--- config.mk ---
export PLATFORM = sky130hd
export DESIGN_NAME = register_rename_table_flat
export DESIGN_NICKNAME = d
export VERILOG_FILES = /design/src/sv/rrt_pkg.sv /design/src/sv/rrt_if.sv /design/src/sv/rrt_free_list.sv /design/src/sv/register_rename_table.sv /design/src/flat_wrapper.sv
export SDC_FILE = /design/constraint.sdc
export NUM_CORES = 1
export LEC_CHECK = 0
export BUFFER_PORTS_ARGS = -buffer_cell sky130_fd_sc_hd__buf_2
export CORE_MARGIN = 1
export CORE_UTILIZATION = 65
export DETAILED_ROUTE_END_ITERATION = 12
export HOLD_SLACK_MARGIN = 0.02
export PLACE_DENSITY = 0.82
export SLEW_MARGIN = 20
export SYNTH_ARGS = -nofsm -noshare
export SYNTH_HDL_FRONTEND = slang
export SYNTH_SLANG_ARGS = --single-unit
--- constraint.sdc ---
create_clock -name i_clk -period 6.91 [get_ports i_clk]
set_clock_uncertainty 0.05 [all_clocks]
set_input_delay 1.382 -clock i_clk [delete_from_list [all_inputs] [get_ports i_clk]]
set_output_delay 1.382 -clock i_clk [all_outputs]
set_load 0.02 [all_outputs]
--- src/sv/rrt_pkg.sv ---
// Shared types and constants for the register rename table.
// Holds operation and error codes, the control and status structs of the free list, and the request and result structs.
// No dependencies.
package rrt_pkg;

    localparam int NUM_PHYS    = 16;
    localparam int NUM_LOGICAL = 8;
    localparam int PHYS_W      = 4;
    localparam int LOG_W       = 3;
    localparam int MODE_W      = 4;
    localparam int ERR_W       = 3;
    localparam int CNT_W       = 5;

    typedef enum logic [MODE_W-1:0] {
        MODE_ALLOC       = 4'd0,
        MODE_FREE        = 4'd1,
        MODE_LOCK        = 4'd2,
        MODE_RELEASE     = 4'd3,
        MODE_CHECK_LOCK  = 4'd4,
        MODE_MAP_WRITE   = 4'd5,
        MODE_MAP_READ    = 4'd6,
        MODE_SET_READY   = 4'd7,
        MODE_READ_READY  = 4'd8
    } t_mode;

    typedef enum logic [ERR_W-1:0] {
        ERR_OK           = 3'd0,
        ERR_ALLOC_EMPTY  = 3'd1,
        ERR_FREE_FULL    = 3'd2,
        ERR_REL_UNLOCKED = 3'd3,
        ERR_LOCK_SAT     = 3'd4
    } t_err;

    typedef struct packed {
        logic              push;
        logic              pop;
        logic [PHYS_W-1:0] push_reg;
    } t_fl_ctrl;

    typedef struct packed {
        logic [PHYS_W-1:0] head_reg;
        logic [CNT_W-1:0]  count;
        logic [CNT_W-1:0]  count_next;
    } t_fl_stat;

    typedef struct packed {
        logic [MODE_W-1:0] mode;
        logic [PHYS_W-1:0] phys_reg;
        logic [LOG_W-1:0]  log_reg;
        logic              ready_value;
    } t_req;

    typedef struct packed {
        logic [PHYS_W-1:0] phys_out;
        logic              flag_out;
        logic              is_mapped;
        logic [CNT_W-1:0]  free_count;
        logic              list_empty;
        logic [ERR_W-1:0]  error;
    } t_rsp;

endpackage

--- src/sv/rrt_if.sv ---
// Request and result channels of the register rename table.
// Depends on rrt_pkg for field widths.
interface rrt_req_if import rrt_pkg::*; ();
    logic              valid;
    logic              ready;
    logic [MODE_W-1:0] mode;
    logic [PHYS_W-1:0] phys_reg;
    logic [LOG_W-1:0]  log_reg;
    logic              ready_value;

    modport source (output valid, mode, phys_reg, log_reg, ready_value, input ready);
    modport sink   (input valid, mode, phys_reg, log_reg, ready_value, output ready);
endinterface

interface rrt_rsp_if import rrt_pkg::*; ();
    logic              valid;
    logic              ready;
    logic [PHYS_W-1:0] phys_out;
    logic              flag_out;
    logic              is_mapped;
    logic [CNT_W-1:0]  free_count;
    logic              list_empty;
    logic [ERR_W-1:0]  error;

    modport source (output valid, phys_out, flag_out, is_mapped, free_count, list_empty,
                    error, input ready);
    modport sink   (input valid, phys_out, flag_out, is_mapped, free_count, list_empty,
                    error, output ready);
endinterface

--- src/sv/rrt_free_list.sv ---
// Circular free list of physical registers, full with 0..NUM_PHYS-1 after reset.
// Depends on rrt_pkg.
module rrt_free_list import rrt_pkg::*; (
    input  logic     i_clk,
    input  logic     i_rst_n,
    input  t_fl_ctrl i_ctrl,
    output t_fl_stat o_stat
);

    logic [PHYS_W-1:0] r_slots [NUM_PHYS];
    logic [PHYS_W-1:0] r_head, n_head;
    logic [PHYS_W-1:0] r_tail, n_tail;
    logic [CNT_W-1:0]  r_count, n_count;

    function automatic logic [PHYS_W-1:0] next_slot(input logic [PHYS_W-1:0] p);
        return (p == PHYS_W'(NUM_PHYS - 1)) ? '0 : p + 1'b1;
    endfunction

    always_comb begin
        n_head  = r_head;
        n_tail  = r_tail;
        n_count = r_count;
        if (i_ctrl.pop) begin
            n_head  = next_slot(r_head);
            n_count = r_count - 1'b1;
        end
        if (i_ctrl.push) begin
            n_tail  = next_slot(r_tail);
            n_count = r_count + 1'b1;
        end
    end

    always_ff @(posedge i_clk) begin
        if (!i_rst_n) begin
            r_head  <= '0;
            r_tail  <= '0;
            r_count <= CNT_W'(NUM_PHYS);
            for (int i = 0; i < NUM_PHYS; i++) begin
                r_slots[i] <= PHYS_W'(i);
            end
        end else begin
            r_head  <= n_head;
            r_tail  <= n_tail;
            r_count <= n_count;
            if (i_ctrl.push) begin
                r_slots[r_tail] <= i_ctrl.push_reg;
            end
        end
    end

    assign o_stat.head_reg   = r_slots[r_head];
    assign o_stat.count      = r_count;
    assign o_stat.count_next = n_count;

    a_count_bound: assert property (@(posedge i_clk) disable iff (!i_rst_n)
        r_count <= CNT_W'(NUM_PHYS))
        else $error("free list count above capacity");

    a_no_pop_empty: assert property (@(posedge i_clk) disable iff (!i_rst_n)
        i_ctrl.pop |-> (r_count != '0) && !i_ctrl.push)
        else $error("pop from empty free list or pop with push");

    a_pop_count: assert property (@(posedge i_clk) disable iff (!i_rst_n)
        i_ctrl.pop |=> r_count == $past(r_count) - 1'b1)
        else $error("pop did not drop the count");

endmodule

--- src/sv/register_rename_table.sv ---
// Register rename table: free list, alias table, ready bits and lock counts.
// Timing: the request passes a request register, then a result register; one request per cycle
//   sustained while the result side is ready, set by the single update pass.
// Reset (synchronous, active low): free list full with registers 0..15 in order,
//   all logical registers unmapped, ready bits and lock counts cleared.
// Depends on rrt_pkg, rrt_if and rrt_free_list.
module register_rename_table import rrt_pkg::*; #(
    parameter int LOCK_BITS = 8
) (
    input  logic   i_clk,
    input  logic   i_rst_n,
    rrt_req_if.sink   i_req,
    rrt_rsp_if.source o_rsp
);

    // Request register and result register
    logic r_req_vld;
    t_req r_req;
    logic r_rsp_vld;
    t_rsp r_rsp, n_rsp;

    // Rename state
    logic [PHYS_W-1:0]    r_alias  [NUM_LOGICAL];
    logic [NUM_LOGICAL-1:0] r_mapped;
    logic [NUM_PHYS-1:0]  r_ready;
    logic [LOCK_BITS-1:0] r_lock   [NUM_PHYS];

    logic                 w_adv;
    logic [LOCK_BITS-1:0] w_lock_cnt;
    logic                 w_lock_inc;
    logic                 w_lock_dec;
    logic                 w_map_we;
    logic                 w_rdy_we;
    logic                 w_rdy_val;
    t_fl_ctrl             w_fl_ctrl;
    t_fl_stat             w_fl_stat;

    rrt_free_list u_free_list (
        .i_clk   (i_clk),
        .i_rst_n (i_rst_n),
        .i_ctrl  (w_fl_ctrl),
        .o_stat  (w_fl_stat)
    );

    // Advance the held request when the result register is free or being drained.
    assign w_adv       = r_req_vld && (!r_rsp_vld || o_rsp.ready);
    assign i_req.ready = !r_req_vld || w_adv;
    assign w_lock_cnt  = r_lock[r_req.phys_reg];

    // Decode the held request against the current state.
    always_comb begin
        w_lock_inc         = 1'b0;
        w_lock_dec         = 1'b0;
        w_map_we           = 1'b0;
        w_rdy_we           = 1'b0;
        w_rdy_val          = 1'b0;
        w_fl_ctrl.push     = 1'b0;
        w_fl_ctrl.pop      = 1'b0;
        w_fl_ctrl.push_reg = r_req.phys_reg;
        n_rsp              = '0;
        case (r_req.mode)
            MODE_ALLOC: begin
                if (w_fl_stat.count == '0) begin
                    n_rsp.error = ERR_ALLOC_EMPTY;
                end else begin
                    w_fl_ctrl.pop  = w_adv;
                    n_rsp.phys_out = w_fl_stat.head_reg;
                end
            end
            MODE_FREE: begin
                // A register already on the list is not detected; push it again.
                if (w_fl_stat.count == CNT_W'(NUM_PHYS)) begin
                    n_rsp.error = ERR_FREE_FULL;
                end else begin
                    w_fl_ctrl.push = w_adv;
                end
            end
            MODE_LOCK: begin
                if (&w_lock_cnt) begin
                    n_rsp.error = ERR_LOCK_SAT;
                end else begin
                    w_lock_inc = w_adv;
                end
            end
            MODE_RELEASE: begin
                if (w_lock_cnt == '0) begin
                    n_rsp.error = ERR_REL_UNLOCKED;
                end else begin
                    w_lock_dec = w_adv;
                end
            end
            MODE_CHECK_LOCK: begin
                n_rsp.flag_out = (w_lock_cnt != '0);
            end
            MODE_MAP_WRITE: begin
                w_map_we  = w_adv;
                w_rdy_we  = w_adv;
                w_rdy_val = 1'b0;
            end
            MODE_MAP_READ: begin
                if (r_mapped[r_req.log_reg]) begin
                    n_rsp.phys_out  = r_alias[r_req.log_reg];
                    n_rsp.is_mapped = 1'b1;
                end
            end
            MODE_SET_READY: begin
                w_rdy_we  = w_adv;
                w_rdy_val = r_req.ready_value;
            end
            MODE_READ_READY: begin
                n_rsp.flag_out = r_ready[r_req.phys_reg];
            end
            default: begin
                // Unused modes leave the state alone and report zeros apart from the free list status.
            end
        endcase
        // Report the free list as it stands after this request.
        n_rsp.free_count = w_fl_stat.count_next;
        n_rsp.list_empty = (w_fl_stat.count_next == '0);
    end

    // Handshake registers
    always_ff @(posedge i_clk) begin
        if (!i_rst_n) begin
            r_req_vld <= 1'b0;
            r_rsp_vld <= 1'b0;
        end else begin
            if (i_req.ready) begin
                r_req_vld <= i_req.valid;
            end
            if (w_adv) begin
                r_rsp_vld <= 1'b1;
            end else if (o_rsp.ready) begin
                r_rsp_vld <= 1'b0;
            end
        end
    end

    // Payload registers: capture the request on accept and the result on advance, hold otherwise.
    always_ff @(posedge i_clk) begin
        if (i_req.valid && i_req.ready) begin
            r_req.mode        <= i_req.mode;
            r_req.phys_reg    <= i_req.phys_reg;
            r_req.log_reg     <= i_req.log_reg;
            r_req.ready_value <= i_req.ready_value;
        end
        if (w_adv) begin
            r_rsp <= n_rsp;
        end
    end

    // Rename state updates, applied as the request moves to the result register.
    always_ff @(posedge i_clk) begin
        if (!i_rst_n) begin
            r_mapped <= '0;
            r_ready  <= '0;
            for (int i = 0; i < NUM_LOGICAL; i++) begin
                r_alias[i] <= '0;
            end
            for (int i = 0; i < NUM_PHYS; i++) begin
                r_lock[i] <= '0;
            end
        end else begin
            if (w_map_we) begin
                r_alias[r_req.log_reg]  <= r_req.phys_reg;
                r_mapped[r_req.log_reg] <= 1'b1;
            end
            if (w_rdy_we) begin
                r_ready[r_req.phys_reg] <= w_rdy_val;
            end
            if (w_lock_inc) begin
                r_lock[r_req.phys_reg] <= w_lock_cnt + 1'b1;
            end else if (w_lock_dec) begin
                r_lock[r_req.phys_reg] <= w_lock_cnt - 1'b1;
            end
        end
    end

    assign o_rsp.valid      = r_rsp_vld;
    assign o_rsp.phys_out   = r_rsp.phys_out;
    assign o_rsp.flag_out   = r_rsp.flag_out;
    assign o_rsp.is_mapped  = r_rsp.is_mapped;
    assign o_rsp.free_count = r_rsp.free_count;
    assign o_rsp.list_empty = r_rsp.list_empty;
    assign o_rsp.error      = r_rsp.error;

    a_adv_fills: assert property (@(posedge i_clk) disable iff (!i_rst_n)
        w_adv |=> r_rsp_vld)
        else $error("advanced request produced no result");

    a_empty_err: assert property (@(posedge i_clk) disable iff (!i_rst_n)
        r_rsp_vld && (r_rsp.error == ERR_ALLOC_EMPTY) |-> r_rsp.list_empty
            && (r_rsp.phys_out == '0))
        else $error("alloc error with nonempty list or data");

    a_mapped_ok: assert property (@(posedge i_clk) disable iff (!i_rst_n)
        r_rsp_vld && r_rsp.is_mapped |-> (r_rsp.error == ERR_OK) && !r_rsp.flag_out)
        else $error("map read result carries error or flag");

    a_single_update: assert property (@(posedge i_clk) disable iff (!i_rst_n)
        !(w_lock_inc && w_lock_dec) && !(w_map_we && (w_fl_ctrl.push || w_fl_ctrl.pop)))
        else $error("conflicting state updates from one request");

endmodule
--- src/flat_wrapper.sv ---
// flat-port wrapper written by rule: the top's interface ports become plain ports
module register_rename_table_flat import rrt_pkg::*;
#(
    parameter int LOCK_BITS = 8
)
  (i_clk, i_rst_n, i_req_valid, i_req_mode, i_req_phys_reg, i_req_log_reg, i_req_ready_value, i_req_ready, o_rsp_valid, o_rsp_phys_out, o_rsp_flag_out, o_rsp_is_mapped, o_rsp_free_count, o_rsp_list_empty, o_rsp_error, o_rsp_ready);
  rrt_req_if i_req_i ();
  rrt_rsp_if o_rsp_i ();
  input  logic i_clk;
  input  logic i_rst_n;
  input wire logic [$bits(i_req_i.valid)-1:0] i_req_valid;
  input wire logic [$bits(i_req_i.mode)-1:0] i_req_mode;
  input wire logic [$bits(i_req_i.phys_reg)-1:0] i_req_phys_reg;
  input wire logic [$bits(i_req_i.log_reg)-1:0] i_req_log_reg;
  input wire logic [$bits(i_req_i.ready_value)-1:0] i_req_ready_value;
  output wire logic [$bits(i_req_i.ready)-1:0] i_req_ready;
  output wire logic [$bits(o_rsp_i.valid)-1:0] o_rsp_valid;
  output wire logic [$bits(o_rsp_i.phys_out)-1:0] o_rsp_phys_out;
  output wire logic [$bits(o_rsp_i.flag_out)-1:0] o_rsp_flag_out;
  output wire logic [$bits(o_rsp_i.is_mapped)-1:0] o_rsp_is_mapped;
  output wire logic [$bits(o_rsp_i.free_count)-1:0] o_rsp_free_count;
  output wire logic [$bits(o_rsp_i.list_empty)-1:0] o_rsp_list_empty;
  output wire logic [$bits(o_rsp_i.error)-1:0] o_rsp_error;
  input wire logic [$bits(o_rsp_i.ready)-1:0] o_rsp_ready;
  assign i_req_i.valid = i_req_valid;
  assign i_req_i.mode = i_req_mode;
  assign i_req_i.phys_reg = i_req_phys_reg;
  assign i_req_i.log_reg = i_req_log_reg;
  assign i_req_i.ready_value = i_req_ready_value;
  assign i_req_ready = i_req_i.ready;
  assign o_rsp_valid = o_rsp_i.valid;
  assign o_rsp_phys_out = o_rsp_i.phys_out;
  assign o_rsp_flag_out = o_rsp_i.flag_out;
  assign o_rsp_is_mapped = o_rsp_i.is_mapped;
  assign o_rsp_free_count = o_rsp_i.free_count;
  assign o_rsp_list_empty = o_rsp_i.list_empty;
  assign o_rsp_error = o_rsp_i.error;
  assign o_rsp_i.ready = o_rsp_ready;
  register_rename_table #(.LOCK_BITS(LOCK_BITS)) u_core (.i_clk(i_clk), .i_rst_n(i_rst_n), .i_req(i_req_i), .o_rsp(o_rsp_i));
endmodule
# After elaboration in Yosys (flattened, before gate mapping)
# Memories as Yosys holds them, arrays and structs flattened. A register that Yosys moved wholly into a read port is not among the register bits.
# Cells that the tools add are included.
[word_totals] reg_bits=66 ram_bits=224 output_inout_bits=17 word_cells=126 n_memories=3
[classes] n_addsub=6 n_lt_le_gt_ge=4 n_eq_ne=11 muxes=64 bitwise=2 n_reduce_logical=19
[mem_list] name="u_core.r_lock" depth=16 word_bits=8 rd=1 rd_ports_with_merged_regs=1 write_ports=16 line_no="register_rename_table.sv:26" text="logic [LOCK_BITS-1:0] r_lock [NUM_PHYS];"
[mem_list] name="u_core.u_free_list.r_slots" depth=16 word_bits=4 rd=1 rd_ports_with_merged_regs=1 write_ports=16 line_no="rrt_free_list.sv:10" text="logic [PHYS_W-1:0] r_slots [NUM_PHYS];"
[mem_list] name="u_core.r_alias" depth=8 word_bits=4 rd=1 rd_ports_with_merged_regs=1 write_ports=8 line_no="register_rename_table.sv:23" text="logic [PHYS_W-1:0] r_alias [NUM_LOGICAL];"
[op_table] op="$mux 4" n=11
[op_table] op="$mux 1" n=36
[op_table] op="$bwmux 16" n=1
[op_table] op="$eq 4x3->1 const B" n=4
[op_table] op="$mux 8" n=2
[op_table] op="$eq 4x4->1 const B" n=3
[op_table] op="$pmux 3 s4" n=1
[op_table] op="$logic_not 5->1" n=2
[op_table] op="$mux 5" n=2
[op_table] op="$mux 3" n=3
[op_table] op="$add 4x1->4 const B" n=2
[op_table] op="$add 8x1->8 const B" n=1
[op_table] op="$eq 4x2->1 const B" n=2
[op_table] op="$logic_not 8->1" n=1
[op_table] op="$or 8x8->8" n=1
[op_table] op="$pmux 4 s2" n=1
[op_table] op="$reduce_and 8->1" n=1
[op_table] op="$reduce_bool 8->1" n=1
[op_table] op="$reduce_or 4->1" n=2
[op_table] op="$reduce_or 8->1" n=1
[op_table] op="$sub 8x1->8 const B" n=1
[op_table] op="$add 5x1->5 const B" n=1
[op_table] op="$eq 5x5->1 const B" n=1
[op_table] op="$lt 4x5->1 const B" n=1
[op_table] op="other kinds (18)" n=24

# Depth between registers and ports, before layout
[depth] ltp_word=12 mapped_depth=17 depth_no_buf=13

# Modules after synthesis
# Synthesis repeated with hierarchy kept, for this count alone.
[hier_totals] hier_cells=1087 area_unflattened_um2=13998.4
[modules_own_cells] mod="register_rename_table" instances=1 cells_each=787 area_per_inst_um2=10228.6
[modules_own_cells] mod="rrt_free_list" instances=1 cells_each=300 area_per_inst_um2=3769.9

# Worst setup path before layout
# OpenSTA, ideal clock, no wires.
[synth_path] path_kind="in2reg" start="input port o_rsp_ready" end="memory u_core.r_lock[10][7], data pin" arrival_ps=4008 required_ps=6598 setup_slack_ps=2590 path_stages=14 path_buffers=2 cell_sequence="nand2b_1 -> nand2_1 -> nor3_1 -> nand4_1 -> clkbuf_1 -> nor2_2 -> ha_1 -> a21o_1 -> a31o_2 -> nand4_1 -> o41ai_2 -> xnor2_1 -> buf_6 -> nor2_2"
[synth_lines] element="from (decl)" line_no="flat_wrapper.sv:24" text="input wire logic [$bits(o_rsp_i.ready)-1:0] o_rsp_ready;"
[synth_lines] element="to (decl)" line_no="register_rename_table.sv:26"

==> flow_metrics.env <==
export IMPL_yosys_cell_types_count=64
export IMPL_drive_above_1_share_pct=18.94
export IMPL_finalCritPeriodShare_pct=77.17
export IMPL_routedWlPerCell_um=23.26
export IMPL_gp_congestion=0.8820
export IMPL_cts_hold_buf=0
export IMPL_outcome="completed"
export IMPL_cts_tree="built"
export IMPL_seq_power_share_pct=51.8
export IMPL_period_needed_ps=5332
export IMPL_fin_hold_ws_ps=401.1
export IMPL_rows=52
export IMPL_rr_endpoint="u_core.r_lock[0][7]"
export IMPL_dieArea_mm2=0.02167
export IMPL_arrival_ps=5530
export IMPL_slowest_delay_ps=880
export IMPL_power_density_mw_per_mm2=265.9
export IMPL_cpMaxStageDelayCell="xnor2_2"
export IMPL_ant_nets=0
export IMPL_clockRootBuffer="clkbuf_16"
export IMPL_post_cts_buffers=0
export IMPL_switching_share_pct=23.86
export IMPL_synth_edf_count=251
export IMPL_utilization_pct=73.16
export IMPL_die_height_um=147.2
export IMPL_switching_power_w=0.0009484
export IMPL_critPathKind="flop to flop"
export IMPL_synth_seq_cells=301
export IMPL_rsz0062_at_grt="no"
export IMPL_core_region_area_mm2=0.02043
export IMPL_worst_pin_slew_ps=1135
export IMPL_chipWidth_um=147.2
export IMPL_initial_core_util_pct=67.07
export IMPL_slew_headroom_pct=23.97
export IMPL_htreeDepth=1
export IMPL_timing_critical_path_from_type="flop"
export IMPL_r2r_slack_ps=1580
export IMPL_grt_first_pass_wirelength_mm=48.45
export IMPL_drtIter0Drc=944
export IMPL_ios=33
export IMPL_clock_sink_count=301
export IMPL_yosys_most_used_dff="edfxtp_1"
export IMPL_grt_max_degree=69
export IMPL_grt_pass1_vias=8582
export IMPL_p_clk_share_pct=39.5
export IMPL_postSynthAreaPerCell_um2=13.08
export IMPL_firstDrtPassIters=5
export IMPL_fin_cells=1347
export IMPL_synthCells=1048
export IMPL_p_leak_nw=5.413
export IMPL_cts_buffers=29
export IMPL_clk_latency_ps=550
export IMPL_drv_slew=0
export IMPL_antenna_found_initial=0
export IMPL_vias_per_cell=6.594
export IMPL_synth_seq_area_share_pct=62.31
export IMPL_clkTransAtPathRegs_ps=70
export IMPL_setup_viol=0
export IMPL_finalHoldViolCount=0
export IMPL_p_int_w=0.003026
export IMPL_nets=1080
export IMPL_area_growth_pct=9.067
export IMPL_hold_path_class="flop to flop"
export IMPL_dp_cells=1293
export IMPL_clk_path_buf_depth=3
export IMPL_p_total_w=0.003974
export IMPL_cts_repair_resized=0
export IMPL_syn_area_mm2=0.01370
export IMPL_grtUsageTotal_pct=29.53
export IMPL_cp_endpoint="u_core.r_lock[0][7]"
export IMPL_overflow=0
export IMPL_wl_mm=31.33
export IMPL_ys_warnings_count=0
export IMPL_num_vias=8882
export IMPL_rr_worst_depth=14
export IMPL_antenna_cells=0
export IMPL_critPathCaptureType="flop"
export IMPL_cap_violations=0
export IMPL_drc=0
export IMPL_io_buffers=32
export IMPL_dp_hpwl_mm=20.31
export IMPL_crit_path_max_fanout=16
export IMPL_tns_ps=0
export IMPL_cp_cell_sequence="buf_4 > nor2b_1 > a221oi_1 > a22oi_1 > nand4b_1 > nor4_4 > nor2_2 > ha_1 > a21o_1 > a31o_2 > nand4_1 > o41ai_2 > xnor2_2 > nor2_1"
export IMPL_num_fill_cells=1258
export IMPL_syn_nets=1074
export IMPL_combPwrFrac_pct=8.7
export IMPL_crit_required_ps=7110
export IMPL_ir_drop_mv=0.1951
export IMPL_fmax_mhz=187.5
export IMPL_synthArstFlopShare_pct=0
==> power groups by stage <==
stage	logic, W	clock network, W	registers (W)
floorplan	0.000249	0	0.00207
global placement	0.000321	0	0.00209
detailed placement	0.000328	0	0.00210
CTS	0.000335	0.00157	0.00206
global route	0.000362	0.00165	0.00206
finish	0.000346	0.00157	0.00206
==> critical path, delay by kind of cell, from the launching register on <==
family,cells,cell delay [ps]
adder cells (fa/ha/maj),1,390
flip-flops,1,710
buffers and inverters,1,330
XOR/XNOR,1,880
AND/OR/NAND/NOR,6,1480
AO/OA/AOI/OAI,5,1170
==> cells by family after synthesis <==
family                     share of synthesized area, %
and+or+nand+nor                                   16.01
DFF                                               62.31
AOI/OAI and AO/OA                                 4.775
muxes                                             12.51
buffers and inverters                             2.675
xor gates and xnor gates                         0.7579
adders and majority gates                        0.9679
==> per-layer routing <==
| metal | global-route usage (%) | part of all wire, % |
|---|---|---|
| met1 | 42.79 | 39 |
| met2 | 44.34 | 46 |
| met3 | 6.739 | 12 |
| met4 | 10.57 | 3.3 |
| met5 | 0 | 0 |
==> cell type report <==
cell class	count	area [µm²]	area share, %
flip-flops and latches	301	8541	57.15
multi-input cells	663	4811	32.19
clock buffers	38	812.0	5.433
well taps	270	337.8	2.260
repair buffers	44	250.2	1.674
clock inverters	16	136.4	0.9125
inverters	15	57.56	0.3851
==> placed cells by master, fill, tap and decap left out, types with 27 or more instances in the layout <==
| cell type | count |
|---|---|
| o21ai_0 | 27 |
| clkbuf_16 | 31 |
| nor2_1 | 164 |
| and3_1 | 36 |
| mux4_2 | 58 |
| dfxtp_1 | 48 |
| edfxtp_1 | 251 |
| nand2_1 | 76 |
| and2_1 | 43 |
| buf_2 | 32 |
==> synth_stat cells, types with 18 or more instances <==
cell type | n | share of area [%]
o21ai_0 | 27 | 0.99
dfxtp_1 | 50 | 7.3
or2_2 | 18 | 0.82
mux2i_1 | 21 | 1.5
a21oi_1 | 21 | 0.77
and2_1 | 43 | 2.0
mux4_2 | 58 | 9.5
edfxtp_1 | 251 | 55
clkbuf_1 | 48 | 1.3
nand3_1 | 26 | 0.95
and3_1 | 36 | 1.6
nor2_1 | 164 | 4.5
nand2_1 | 76 | 2.1
==> sequential cells by signal, summed over array words and instances (netlist names), named ones only <==
register,cells
u_core.o_rsp.error,3
u_core.o_rsp.flag_out,1
u_core.o_rsp.free_count,5
u_core.o_rsp.is_mapped,1
u_core.o_rsp.list_empty,1
u_core.o_rsp.phys_out,4
u_core.o_rsp.valid,1
u_core.r_alias,32
u_core.r_lock,128
u_core.r_mapped,8
u_core.r_ready,16
u_core.r_req,12
u_core.r_req_vld,1
u_core.u_free_list.r_count,5
u_core.u_free_list.r_head,4
u_core.u_free_list.r_slots,64
u_core.u_free_list.r_tail,4
==> worst min path at each step <==
stage	slack [ps]	endpoint	depth (start not counted)	from
final	400	u_core.r_mapped[2]	1	u_core.r_mapped[2]
after global routing	420	u_core.r_mapped[2]	1	u_core.r_mapped[2]
after CTS	400	u_core.r_mapped[4]	1	u_core.r_mapped[4]
after detailed placement	390	u_core.r_mapped[4]	1	u_core.r_mapped[4]
after global placement	380	u_core.r_mapped[6]	1	u_core.r_mapped[6]
after floorplan	370	u_core.r_mapped[2]	1	u_core.r_mapped[2]
==> per-stage QoR <==
| stage | worst slack, ps | area [µm²] |
|---|---|---|
| floorplan | 2590 | 13700 |
| global placement | 1866 | 13990 |
| detailed placement | 1585 | 13990 |
| CTS | 1702 | 14940 |
| global route | 1339 | 14950 |
| finish | 1578 | 14950 |
No activity file was read; power rests on OpenSTA's default activity.
